==> config.mk <==
export PLATFORM = sky130hd
export DESIGN_NAME = slc_row_upd
export DESIGN_NICKNAME = d
export VERILOG_FILES = /design/src/hdl/slc_pkg.sv /design/src/hdl/slc_row_upd.sv
export SDC_FILE = /design/constraint.sdc
export NUM_CORES = 1
export LEC_CHECK = 0
export BUFFER_PORTS_ARGS = -buffer_cell sky130_fd_sc_hd__buf_2
export CORE_AREA = 10 10 231 233
export DETAILED_ROUTE_END_ITERATION = 10
export DIE_AREA = 0 0 241 243
export SLEW_MARGIN = 20
export SYNTH_ARGS = -nofsm -noshare
export SYNTH_HDL_FRONTEND = slang
export SYNTH_SLANG_ARGS = --single-unit
==> constraint.sdc <==
create_clock -name vclk -period 34
set_clock_uncertainty 0.2 [all_clocks]
set_input_delay 6.8 -clock vclk [all_inputs]
set_output_delay 6.8 -clock vclk [all_outputs]
set_load 0.005 [all_outputs]
==> src/hdl/slc_pkg.sv <==
// Shared types and constants of the set-associative LRU cache tag model.
// No dependencies; used by the row update unit, the top level and the testbench.
`default_nettype none

package slc_pkg;

  localparam int TAG_W    = 32;
  localparam int RANK_W   = 3;
  localparam int LINE_W   = 1 + TAG_W + RANK_W;  // valid, tag, rank
  localparam int CNT_W    = 32;
  localparam int APB_AW   = 4;
  localparam int APB_DW   = 32;

  localparam logic [RANK_W-1:0] RANK_MAX = 3'd7;

  // Register map, word index taken from paddr[3:2].
  localparam logic [1:0] REG_SET_BITS   = 2'd0;
  localparam logic [1:0] REG_WAYS       = 2'd1;
  localparam logic [1:0] REG_BLOCK_BITS = 2'd2;

  typedef enum logic [1:0] {
    OP_LOAD   = 2'd0,
    OP_STORE  = 2'd1,
    OP_MODIFY = 2'd2,
    OP_IFETCH = 2'd3
  } slc_op_e;

  typedef enum logic [1:0] {
    ST_CLEAR,
    ST_IDLE,
    ST_CALC,
    ST_DONE
  } slc_state_e;

  typedef struct packed {
    logic hit;
    logic miss;
    logic evict;
  } slc_outcome_t;

endpackage

`default_nettype wire

==> src/hdl/slc_row_upd.sv <==
// Lookup and LRU update of one set row: hit search, fill or victim choice, rank aging.
// Depends on slc_pkg.
`default_nettype none

module slc_row_upd #(
  parameter int MAX_WAYS = 8
) (
  input  wire logic [MAX_WAYS*slc_pkg::LINE_W-1:0] row_i,
  input  wire logic [slc_pkg::TAG_W-1:0]           tag_i,
  input  wire logic [3:0]                          nways_i,
  output logic      [MAX_WAYS*slc_pkg::LINE_W-1:0] row_o,
  output slc_pkg::slc_outcome_t                    outcome_o
);

  localparam int WIdxW = (MAX_WAYS > 1) ? $clog2(MAX_WAYS) : 1;
  localparam int LW    = slc_pkg::LINE_W;
  localparam int RW    = slc_pkg::RANK_W;
  localparam int TW    = slc_pkg::TAG_W;

  logic              vld   [MAX_WAYS];
  logic [TW-1:0]     tg    [MAX_WAYS];
  logic [RW-1:0]     rk    [MAX_WAYS];
  logic [MAX_WAYS-1:0] in_use, hit_vec, inv_vec;

  logic              any_hit, any_inv;
  logic [WIdxW-1:0]  hit_way, inv_way, victim, mru;
  logic [RW-1:0]     best;
  logic [RW:0]       limit;

  always_comb begin
    for (int w = 0; w < MAX_WAYS; w++) begin
      vld[w]     = row_i[w*LW + LW - 1];
      tg[w]      = row_i[w*LW + RW +: TW];
      rk[w]      = row_i[w*LW +: RW];
      in_use[w]  = (w < int'(nways_i));
      hit_vec[w] = in_use[w] && vld[w] && (tg[w] == tag_i);
      inv_vec[w] = in_use[w] && !vld[w];
    end
  end

  // Lowest-numbered hit and invalid way; oldest way, lowest index on ties.
  always_comb begin
    hit_way = '0;
    inv_way = '0;
    for (int w = MAX_WAYS - 1; w >= 0; w--) begin
      if (hit_vec[w]) hit_way = WIdxW'(w);
      if (inv_vec[w]) inv_way = WIdxW'(w);
    end
    any_hit = |hit_vec;
    any_inv = |inv_vec;
    victim  = '0;
    best    = rk[0];
    for (int w = 1; w < MAX_WAYS; w++) begin
      if (in_use[w] && (rk[w] > best)) begin
        best   = rk[w];
        victim = WIdxW'(w);
      end
    end
  end

  always_comb begin
    if (any_hit) begin
      mru   = hit_way;
      limit = {1'b0, rk[hit_way]};
    end else begin
      mru   = any_inv ? inv_way : victim;
      limit = {1'b1, {RW{1'b0}}};
    end
    row_o = row_i;
    for (int w = 0; w < MAX_WAYS; w++) begin
      if (WIdxW'(w) == mru) begin
        row_o[w*LW +: LW] = {1'b1, tag_i, {RW{1'b0}}};
      end else if (in_use[w] && vld[w] && ({1'b0, rk[w]} < limit) &&
                   (rk[w] < slc_pkg::RANK_MAX)) begin
        row_o[w*LW +: RW] = rk[w] + RW'(1);
      end
    end
    outcome_o.hit   = any_hit;
    outcome_o.miss  = !any_hit;
    outcome_o.evict = !any_hit && !any_inv;
  end

endmodule

`default_nettype wire

Yosys cells after proc, flatten, opt, wreduce, memory -nomap -nowiden
Index checks and enable logic that the tools add are counted.

storage, ports and cells
  input port bits = 324
  output and inout port bits = 291
  register bits after elaboration = 0
  logic and storage cells = 176

operators by class
  equality and inequality tests = 15
  reductions and logical operators = 61
  multiplexer cells = 59
  magnitude comparators = 32
  bitwise logic cells = 1
  add/subtract/negate cells = 8

operators by type and width
  operator                                             count
  2-to-1 mux 33 bit                                    8
  equality test 32 bit                                 8
  2-to-1 mux 3 bit                                     48
  logical AND 1 bit                                    48
  < comparator 3 x 4 -> 1 bit                          8
  adder 3 x 1 -> 3 bit (second input constant)         8
  < comparator 3 bit (second input constant)           8
  > comparator 3 bit                                   7
  < comparator 3 x 4 -> 1 bit (first input constant)   4
  OR reduction 8 bit                                   2
  equality test 3 bit (first input constant)           4
  logical NOT 1 bit                                    10
  binary-select mux 3 bit (select 3 bit)               1
  < comparator 1 x 4 -> 1 bit (first input constant)   2
  < comparator 2 x 4 -> 1 bit (first input constant)   2
  equality test 2 x 3 -> 1 bit (first input constant)  2
  >= comparator 4 bit (second input constant)          1
  2-to-1 mux 4 bit                                     1
  inverter 3 -> 4 bit                                  1
  equality test 1 x 3 -> 1 bit (first input constant)  1
  logical NOT 3 bit                                    1
  2-to-1 mux 1 bit                                     1

Longest topological paths before layout
Gate-level depths: netlist of run 1.

  word-level depth = 25
  gate-level depth with buffers = 56
  depth with buffers taken out = 55

Least setup slack after synthesis of run 1
No wires, ideal clock.

  path kind = input to output
  start = input port row_i[2] in the netlist's numbering
  end = output port row_o[153] in the netlist's numbering
  setup slack = 10.555 ns
  buffers on the path = 2
  cell stages on the path = 52
  arrival time = 16.445 ns
  data required time = 27.000 ns
  cell sequence = inv_1 -> ha_1 -> nand2_1 -> o21ai_1 -> nand2_1 -> o21ai_0 -> ha_1 -> nor2_1 -> or2_2 -> nand3_1 -> a311oi_1 -> mux2_2 -> ha_1 -> nor2_1 -> and2_1 -> a41oi_1 -> o41ai_2 -> a2bb2oi_1 -> [... 16 more ...] -> mux2_2 -> ha_1 -> inv_1 -> a21o_1 -> a21oi_1 -> a311oi_1 -> mux2_2 -> ha_1 -> a31oi_1 -> o21ai_0 -> nand2b_1 -> nor3_1 -> o211a_1 -> or3_1 -> buf_4 -> nor3_4 -> buf_4 -> mux2_2

on the way
  word-level cells in the longest chain between the ends = 25
  elaborated cells on any way between the ends = 31
  classes of those cells = order compare: 7; eq/ne: 1; mux: 16; reduce/logical: 7

ends and longest elaborated chain
  what                     line               RTL
  start, declared          slc_row_upd.sv:8   input wire logic [MAX_WAYS*slc_pkg::LINE_W-1:0] row_i,
  > comparator 3 bit       slc_row_upd.sv:54  if (in_use[w] && (rk[w] > best)) begin
  logical AND 1 bit        slc_row_upd.sv:54
  2-to-1 mux 3 bit         slc_row_upd.sv:54
  > comparator 3 bit       slc_row_upd.sv:54
  logical AND 1 bit        slc_row_upd.sv:54
  2-to-1 mux 3 bit         slc_row_upd.sv:54
  > comparator 3 bit       slc_row_upd.sv:54
  logical AND 1 bit        slc_row_upd.sv:54
  [... 9 more ...]         -
  2-to-1 mux 3 bit         slc_row_upd.sv:54
  > comparator 3 bit       slc_row_upd.sv:54
  logical AND 1 bit        slc_row_upd.sv:54
  2-to-1 mux 3 bit (*)     slc_row_upd.sv:54
  2-to-1 mux 3 bit (*)     slc_row_upd.sv:66  mru = any_inv ? inv_way : victim;
  2-to-1 mux 3 bit (*)     slc_row_upd.sv:62  if (any_hit) begin
  equality test 3 bit (*)  slc_row_upd.sv:71  if (WIdxW'(w) == mru) begin
  2-to-1 mux 33 bit (*)    slc_row_upd.sv:71
  end, declared            slc_row_upd.sv:11  output logic [MAX_WAYS*slc_pkg::LINE_W-1:0] row_o,

Mark *: on every way between the ends. The rest lies on a longest branch, timed or not.

Final worst setup path of run 1
  start = input port row_i[2] in the netlist's numbering
  end = output port row_o[53] in the netlist's numbering

on the way
  word-level cells in the longest chain between the ends = 25
  elaborated cells on any way between the ends = 31
  classes of those cells = order compare: 7; eq/ne: 1; mux: 16; reduce/logical: 7

ends and longest elaborated chain
  what                              line
  > comparator 3 bit                slc_row_upd.sv:54
  logical AND 1 bit                 slc_row_upd.sv:54
  2-to-1 mux 3 bit                  slc_row_upd.sv:54
  > comparator 3 bit                slc_row_upd.sv:54
  logical AND 1 bit                 slc_row_upd.sv:54
  2-to-1 mux 3 bit                  slc_row_upd.sv:54
  > comparator 3 bit                slc_row_upd.sv:54
  logical AND 1 bit                 slc_row_upd.sv:54
  [... 9 more ...]                  -
  2-to-1 mux 3 bit                  slc_row_upd.sv:54
  > comparator 3 bit                slc_row_upd.sv:54
  logical AND 1 bit                 slc_row_upd.sv:54
  2-to-1 mux 3 bit (*)              slc_row_upd.sv:54
  2-to-1 mux 3 bit (*)              slc_row_upd.sv:66
  2-to-1 mux 3 bit (*)              slc_row_upd.sv:62
  equality test 1 x 3 -> 1 bit (*)  slc_row_upd.sv:71
  2-to-1 mux 33 bit (*)             slc_row_upd.sv:71

Marked as above.

==> results.cfg, run 1 <==
[run_status]
status = finished clean

[layout]
fin_cells = 2390
finalInstanceArea_sq_um = 13230
areaGrowthSynthToFinish_pct = 35.82
nNetsFinal = 2126
drive_above_1_share_pct = 50.94
nClkBuffers = 0
design.seq.count = 0
layout_common_cells = buf_2 (615), mux2_2 (223), xnor2_1 (177)
final_common_cell = buf_2
ff_latch_area_sq_um = 0

[floorplanning]
die_y_microns = 243
initial_core_util_pct = 20.02
die-area_sq_um = 58560
rows = 81
io_pins = 615
core_area_sq_um = 48650
die_w_microns = 241

[synth]
syn_area_sq_um = 9739
syn-num-nets = 1596
ys.warnings.count = 0
ys_seq_area_share_pct = 0
synthCells = 1235
ys_types = 77
avgSynthCellArea_sq_um = 7.886

[drt]
first_pass_iters = 5
final_antenna_net_count = 0
drt_iter0_markers = 1007
wl_per_cell_microns = 31.93
drc_errors = 0
wl_microns = 76300
via_count = 12970
via_per_inst = 5.428

[power]
p_clk_share_pct = 0
peakVddDrop_uv = 11.21
p_sw_w = 0.0001477
power_density_nw_per_um2 = 19.30
pwr-share-seq_pct = 0
p_sw_share_pct = 57.88
total_leakage_power_nw = 5.638
combPwrFrac_pct = 100.0
p_int_w = 0.0001075

[setup_path]
arrival_ps = 19540
cpMaxStageDelayCell = nand3_2
cp-end-kind = output port
crit_path_frequent_cell = ha_1
path_max_fanout = 36
cp.required_ps = 27000
max_stage_delay_ps = 1040
criticalPathCategory = input port to output port
cp-start-kind = input port

[global_route]
antenna_found_initial = 24
grt_max_degree = 37
first_global_vias = 13240
grt-ovfl-total = 0
globalRouteTotalUtil_pct = 24.31
grt_pass1_wl_microns = 103100

[timing]
rsz0062_at_grt = false
worst_pin_slew_ps = 1184
setup_viol = 0
slew_headroom_pct = 20.99
fin_crit_sh_pct = 78.05
setup_slack_ps = 7461
hold_violations = 0
fin_hold_ws_ps = 13710
max_freq_mhz = 37.68
setup_tns_ps = 0
fin_crit_ps = 26540
final-max-slew-violation-count = 0

[clock_tree]
cts_resized = 0
hold_buffers = 0
cts_setup_buffers = 0

[placement]
gp_congestion = 0.9605
portBuffers = 615
dp_cells = 2385
place_ws_ps = 7812
dp_hpwl_microns = 64690
dpl_cell_area_sq_um = 13220

[worst_hold_path]
holdPathStages = 3
min_path_type = input port to output port

[run]
maxCapViolCount = 0
## synthesized netlist by cell type, drive strengths merged, types with 3 or more instances
cell	instances	area share (%)
nor4b	5	0.51
a21boi	4	0.31
nand3b	3	0.23
nor2b	4	0.26
a2111oi	3	0.27
nor2	57	2.2
nand3	32	1.8
and3	11	0.71
inv	17	0.66
a311oi	5	0.45
a31oi	9	0.64
o21bai	3	0.23
buf	63	3.7
a211oi	6	0.51
a41oi	6	0.54
nand2b	9	0.58
nor3	27	2.0
nand4	83	5.3
a22oi	3	0.23
mux2	263	30
nand2	64	2.5
o21ai	32	1.6
a21o	11	0.86
or4	5	0.39
xnor2	177	16
o21a	7	0.54
and2	9	0.58
o211ai	9	0.85
o22ai	4	0.26
a21oi	38	2.2
o41ai	5	0.84
mux2i	8	0.82
o2111ai	3	0.27
and4	6	0.54
nand4b	3	0.27
o211a	4	0.41
or2	11	0.71
clkbuf	42	1.6
ha	37	4.8
xor2	79	7.1
nor4	42	2.9
## routing by layer
layer	routed length [microns]	track usage, %
met1	30910	29.66
met2	35170	40.31
met3	7147	6.901
met4	2873	7.509
met5	198	0
## per-stage QoR
step	util (%)	power [W]
floorplan	-	0.0001357
global placement	27.17	0.0002517
detailed placement	27.17	0.0002520
CTS	27.17	0.0002534
global route	27.17	0.0002705
finish	27.19	0.0002553
## power by group through the flow
stage | sequential [W] | clock (W) | combinational (W)
after floorplan | 0 | 0 | 0.000136
final | 0 | 0.0000000000197 | 0.000255
after global placement | 0 | 0 | 0.000252
after detailed placement | 0 | 0 | 0.000252
after global routing | 0 | 0.00000000000394 | 0.000270
after CTS | 0 | 0 | 0.000253
## kinds of logic after synthesis
group / after synthesis / share of synthesized area [%]
mux: 271 / 31.23
xor+xnor: 256 / 23.02
simple gates: 377 / 22.06
compound gates: 171 / 12.83
buf+inv: 122 / 5.999
fa+ha+maj: 38 / 4.856
## layout make-up
cell class / count / area [sq um]
fill: 5407 / 35420
tap: 622 / 778.2
inverter: 17 / 63.81
multi-input combinational: 1113 / 9160
antenna: 5 / 12.51
timing repair buffer: 633 / 3213
## path summary, 6_finish.rpt
path | startpoint | endpoint | slack (ps)
max | row_i[2] | row_o[53] | 7460
min | row_i[281] | row_o[281] | 13710
## worst max-delay path: cells and delay by family
family	cells	cell delay (ps)
buf+inv	4	510
simple gates	18	4110
fa+ha+maj	8	2150
compound gates	15	3660
mux	5	2270
Note: power is estimated with default switching activity, not from simulation.
==> inputs of run 2 (changes only) <==
- ABC_AREA: not set -> 1
- CORE_AREA: 10 10 231 233 -> 10 10 229 231
- DIE_AREA: 0 0 241 243 -> 0 0 239 241
- clock period: 34 -> 27.8 ns (I/O delays scaled with it)
==> run 2 against run 1 <==
  * Sequential share of layout area stayed put
  * Wire length is 11% higher
  * Synthesized cell count is 75% higher
  * Utilization is 3.0 points higher
  * Total power is 31% higher
==> results.cfg, run 2 <==
[run_status]
status = finished clean

[floorplanning]
die_w_microns = 239
core_area_sq_um = 47550
die-area_sq_um = 57600
initial_core_util_pct = 23.48
io_pins = 615
die_y_microns = 241
rows = 80

[run]
maxCapViolCount = 0

[power]
p_clk_share_pct = 0
peakVddDrop_uv = 13.60
p_int_w = 0.0001131
pwr-share-seq_pct = 0
p_sw_share_pct = 66.16
p_sw_w = 0.0002210
power_density_nw_per_um2 = 23.24
total_leakage_power_nw = 8.135
combPwrFrac_pct = 100.0

[synth]
yosysMostFrequentCell = nand2_1
ys_seq_area_share_pct = 0
synth_common_cells = nand2_1 (811), nand3_1 (214), nand4_1 (213)
syn-num-nets = 2518
syn_area_sq_um = 11160
synth_top_area_share_pct = 27.27
avgSynthCellArea_sq_um = 5.176
ys_top_cells_by_area = nand2_1 (27%), nand4_1 (12%), xnor2_1 (11%), nand3_1 (9.6%), inv_1 (6.1%)
ys.warnings.count = 0
synthCells = 2157
ys_types = 55
yosysTopAreaCell = nand2_1

[drt]
via_count = 17490
wl_microns = 85010
drc_errors = 0
wl_per_cell_microns = 26.09
drt_iter0_markers = 1954
via_per_inst = 5.369
first_pass_iters = 7
final_antenna_net_count = 0

[layout]
areaGrowthSynthToFinish_pct = 28.77
design.seq.count = 0
final_common_cell = nand2_1
nClkBuffers = 0
ff_latch_area_sq_um = 0
nNetsFinal = 3000
fillers = 5660
multi_input_area_sq_um = 9651
layout_common_cells = nand2_1 (810), buf_2 (615), nand3_1 (214)
drive_above_1_share_pct = 27.19
fin_cells = 3258

[timing]
fin_crit_ps = 21510
setup_viol = 0
setup_tns_ps = 0
rsz0062_at_grt = false
hold_violations = 0
slew_headroom_pct = 28.75
final-max-slew-violation-count = 0
worst_pin_slew_ps = 1068
max_freq_mhz = 46.50
fin_crit_sh_pct = 77.36

[placement]
portBuffers = 615
dp_cells = 3252
dp_hpwl_microns = 68840
gp_congestion = 0.9804

[global_route]
first_global_vias = 16200
grt_max_degree = 101
grt-ovfl-total = 0
antenna_found_initial = 6
globalRouteTotalUtil_pct = 27.37
grt_pass1_wl_microns = 116500

[setup_path]
cpMaxStageDelayCell = nand3_2
cp-end-kind = output port
crit_path_frequent_cell = nand2_1
cp-start-kind = input port
arrival_ps = 15750
path_max_fanout = 51
cp.required_ps = 22040
criticalPathCategory = input port to output port
max_stage_delay_ps = 1000

[clock_tree]
cts_resized = 0
hold_buffers = 0
cts_setup_buffers = 0

[worst_hold_path]
min_path_type = input port to output port
run 2: cell types whose count changed in the layout (fill, tap and decap cells not counted), sizes merged, moves of 18 or more:
| cell | previous run | this run |
|---|---|---|
| nand2 | 64 | 824 |
| mux2 | 263 | 0 |
| nand3 | 32 | 222 |
| inv | 17 | 186 |
| nand4 | 83 | 216 |
| nor2 | 57 | 103 |
| or2 | 11 | 45 |
| xnor2 | 177 | 143 |
| nor4 | 42 | 24 |
run 2: power groups by stage:
stage / combinational (W) / sequential (W) / clock (W)
detailed placement: 0.000328 / 0 / 0
global route: 0.000362 / 0 / 0.00000000000964
global placement: 0.000327 / 0 / 0
finish: 0.000334 / 0 / 0.0000000000259
floorplan: 0.000182 / 0 / 0
CTS: 0.000329 / 0 / 0
run 2: critical path: cells and delay by family:
family	cells	cell delay, ps
adders and majority gates	7	2080
AOI/OAI and AO/OA	13	2250
and+or+nand+nor	29	4710
buffers and inverters	5	1080
run 2: area by class of cell:
type | instances | share of cell area (%)
diodes | 6 | 0.1044
inverters | 186 | 4.856
repair buffers | 637 | 22.56
multi-input cells | 1814 | 67.13
well taps | 615 | 5.352
run 2: worst paths after layout:
| kind | slack (ps) | endpoint | depth (start not counted) | start |
|---|---|---|---|---|
| worst max-delay path | 6290 | row_o[130] | 54 | row_i[2] |
| worst min-delay path | 11200 | row_o[199] | 4 | row_i[199] |
run 2: per-layer routing:
metal / GRT usage (%) / vias to the layer above / share of wire (%)
met1: 35.56 / 8111 / 41
li1: - / 8035 / -
met2: 44.71 / 1157 / 45
met4: 7.679 / 2 / 3.7
met3: 5.897 / 188 / 10
met5: 0 / - / 0.0082
run 2: kinds of logic (layout without fill, tap and decap cells):
kind of cell	count (synthesis)	count (layout)	share of synthesized area [%]
buf+inv	343	823	13.71
simple gates	1485	1485	61.31
compound gates	86	86	4.673
fa+ha+maj	37	37	4.147
xor+xnor	206	206	16.16
other cells	0	6	0
run 2: per-stage QoR:
step / setup WS [ps] / hold slack [ps] / total power (W) / util, % / area, sq um
detailed placement: 6320 / 11210 / 0.0003277 / 30.18 / 14350
global route: 5246 / 11230 / 0.0003620 / 30.22 / 14370
floorplan: 9113 / 11000 / 0.0001817 / - / 11160
CTS: 6316 / 11210 / 0.0003289 / 30.18 / 14350
global placement: 6505 / 11210 / 0.0003273 / 30.18 / 14350
finish: 6295 / 11200 / 0.0003341 / 30.24 / 14380
==> inputs of run 3 (changes only) <==
- ABC_AREA: 1 -> 0
- CORE_AREA: 10 10 229 231 -> 10 10 232 234
- DIE_AREA: 0 0 239 241 -> 0 0 242 244
- clock period: 27.8 -> 22.2 ns (I/O delays scaled with it)
==> run 3 against run 2 <==
  * Critical path depth is 3 lower
  * Global-route usage shrank 3.4 points
  * Critical path type unchanged
  * First-iteration DRC count down 47%
  * Sequential cell count did not move
  * Critical endpoint is now row_o[166]
  * Non-clock buffer count increased by 7
==> results.cfg, run 3 (synthesis gave the netlist of run 1 again) <==
[layout]
nNetsFinal = 2137
nClkBuffers = 0
ff_latch_area_sq_um = 0
fillers = 5542
final_common_cell = buf_2
layout_common_cells = buf_2 (615), mux2_2 (223), xnor2_1 (177)
multi_input_area_sq_um = 9155
design.seq.count = 0
areaGrowthSynthToFinish_pct = 37.26
drive_above_1_share_pct = 51.18
postLayoutCoreUtil_pct = 27.03

[setup_path]
max_stage_delay_ps = 620
cpMaxStageDelayCell = nor3_4
cp-end-kind = output port
criticalPathCategory = input port to output port
cp-start-kind = input port
worst-path-buf-inv = 5
crit_family = simple AND/OR/NAND/NOR gates
crit_path_frequent_cell = ha_1
arrival_ps = 16660
path_max_fanout = 29
cp.required_ps = 17560

[drt]
final_antenna_net_count = 0
via_count = 12960
via_per_inst = 5.286
wl_per_cell_microns = 31.06
drt_iter0_markers = 1044
wl_microns = 76130
drc_errors = 0
first_pass_iters = 6

[timing]
setup_tns_ps = 0
fin_crit_sh_pct = 95.96
rsz0062_at_grt = false
fin_crit_ps = 21300
hold_violations = 0
slew_headroom_pct = 22.00
worst_pin_slew_ps = 1158
max_freq_mhz = 46.94
final-max-slew-violation-count = 0
setup_viol = 0

[floorplanning]
die_w_microns = 242
rows = 82
die_y_microns = 244
die-area_sq_um = 59050
io_pins = 615
initial_core_util_pct = 19.69
core_area_sq_um = 49450

[placement]
dp_hpwl_microns = 64680
portBuffers = 615
gp_congestion = 0.9683

[run]
maxCapViolCount = 0

[global_route]
grt-ovfl-total = 0
globalRouteTotalUtil_pct = 23.93
grt_max_degree = 37
first_global_vias = 13330
antenna_found_initial = 19
grt_pass1_wl_microns = 103900

[run_status]
status = finished clean

[clock_tree]
hold_buffers = 0
cts_resized = 0
cts_setup_buffers = 0

[worst_hold_path]
min_path_type = input port to output port
-- run 3: cell types whose count changed in the layout (fill, tap and decap cells not counted), moves of 33 or more --
cell and delta:
nand2_1 -747, mux2_2 +223, nand3_1 -186, inv_1 -164
nand4_1 -130, nor2_1 -43, mux2_1 +40, xnor2_1 +34
or2_2 -33
-- run 3: routing by layer --
| metal | GRT usage, % | part of all wire (%) | vias to the layer above |
|---|---|---|---|
| met1 | 29.82 | 42 | 6313 |
| li1 | - | - | 5684 |
| met3 | 6.442 | 8.8 | 157 |
| met5 | 0 | 0.26 | - |
| met4 | 6.898 | 3.5 | 28 |
| met2 | 39.75 | 46 | 773 |
-- run 3: through the flow --
stage	hold slack, ps	worst slack, ps	std cells	instance area, sq um
2_1_floorplan	8768	3475	1235	9739
3_5_place_dp	8998	1115	2446	13360
5_1_grt	9014	66.73	2446	13360
4_1_cts	9001	1084	2446	13360
6_report	9003	896.4	2451	13370
3_3_place_gp	8997	1355	2446	13360
-- run 3: path summary, 6_finish.rpt --
check | start | to | slack [ps] | cells after the start
worst max-delay path | row_i[2] | row_o[166] | 900 | 51
worst min-delay path | row_i[268] | row_o[268] | 9000 | 3
-- run 3: layout make-up --
class	instances	share of cell area, %
Antenna cell	5	0.09360
Inverter	17	0.4774
Multi-Input combinational cell	1113	68.49
Tap cell	672	6.290
Timing Repair Buffer	644	24.65
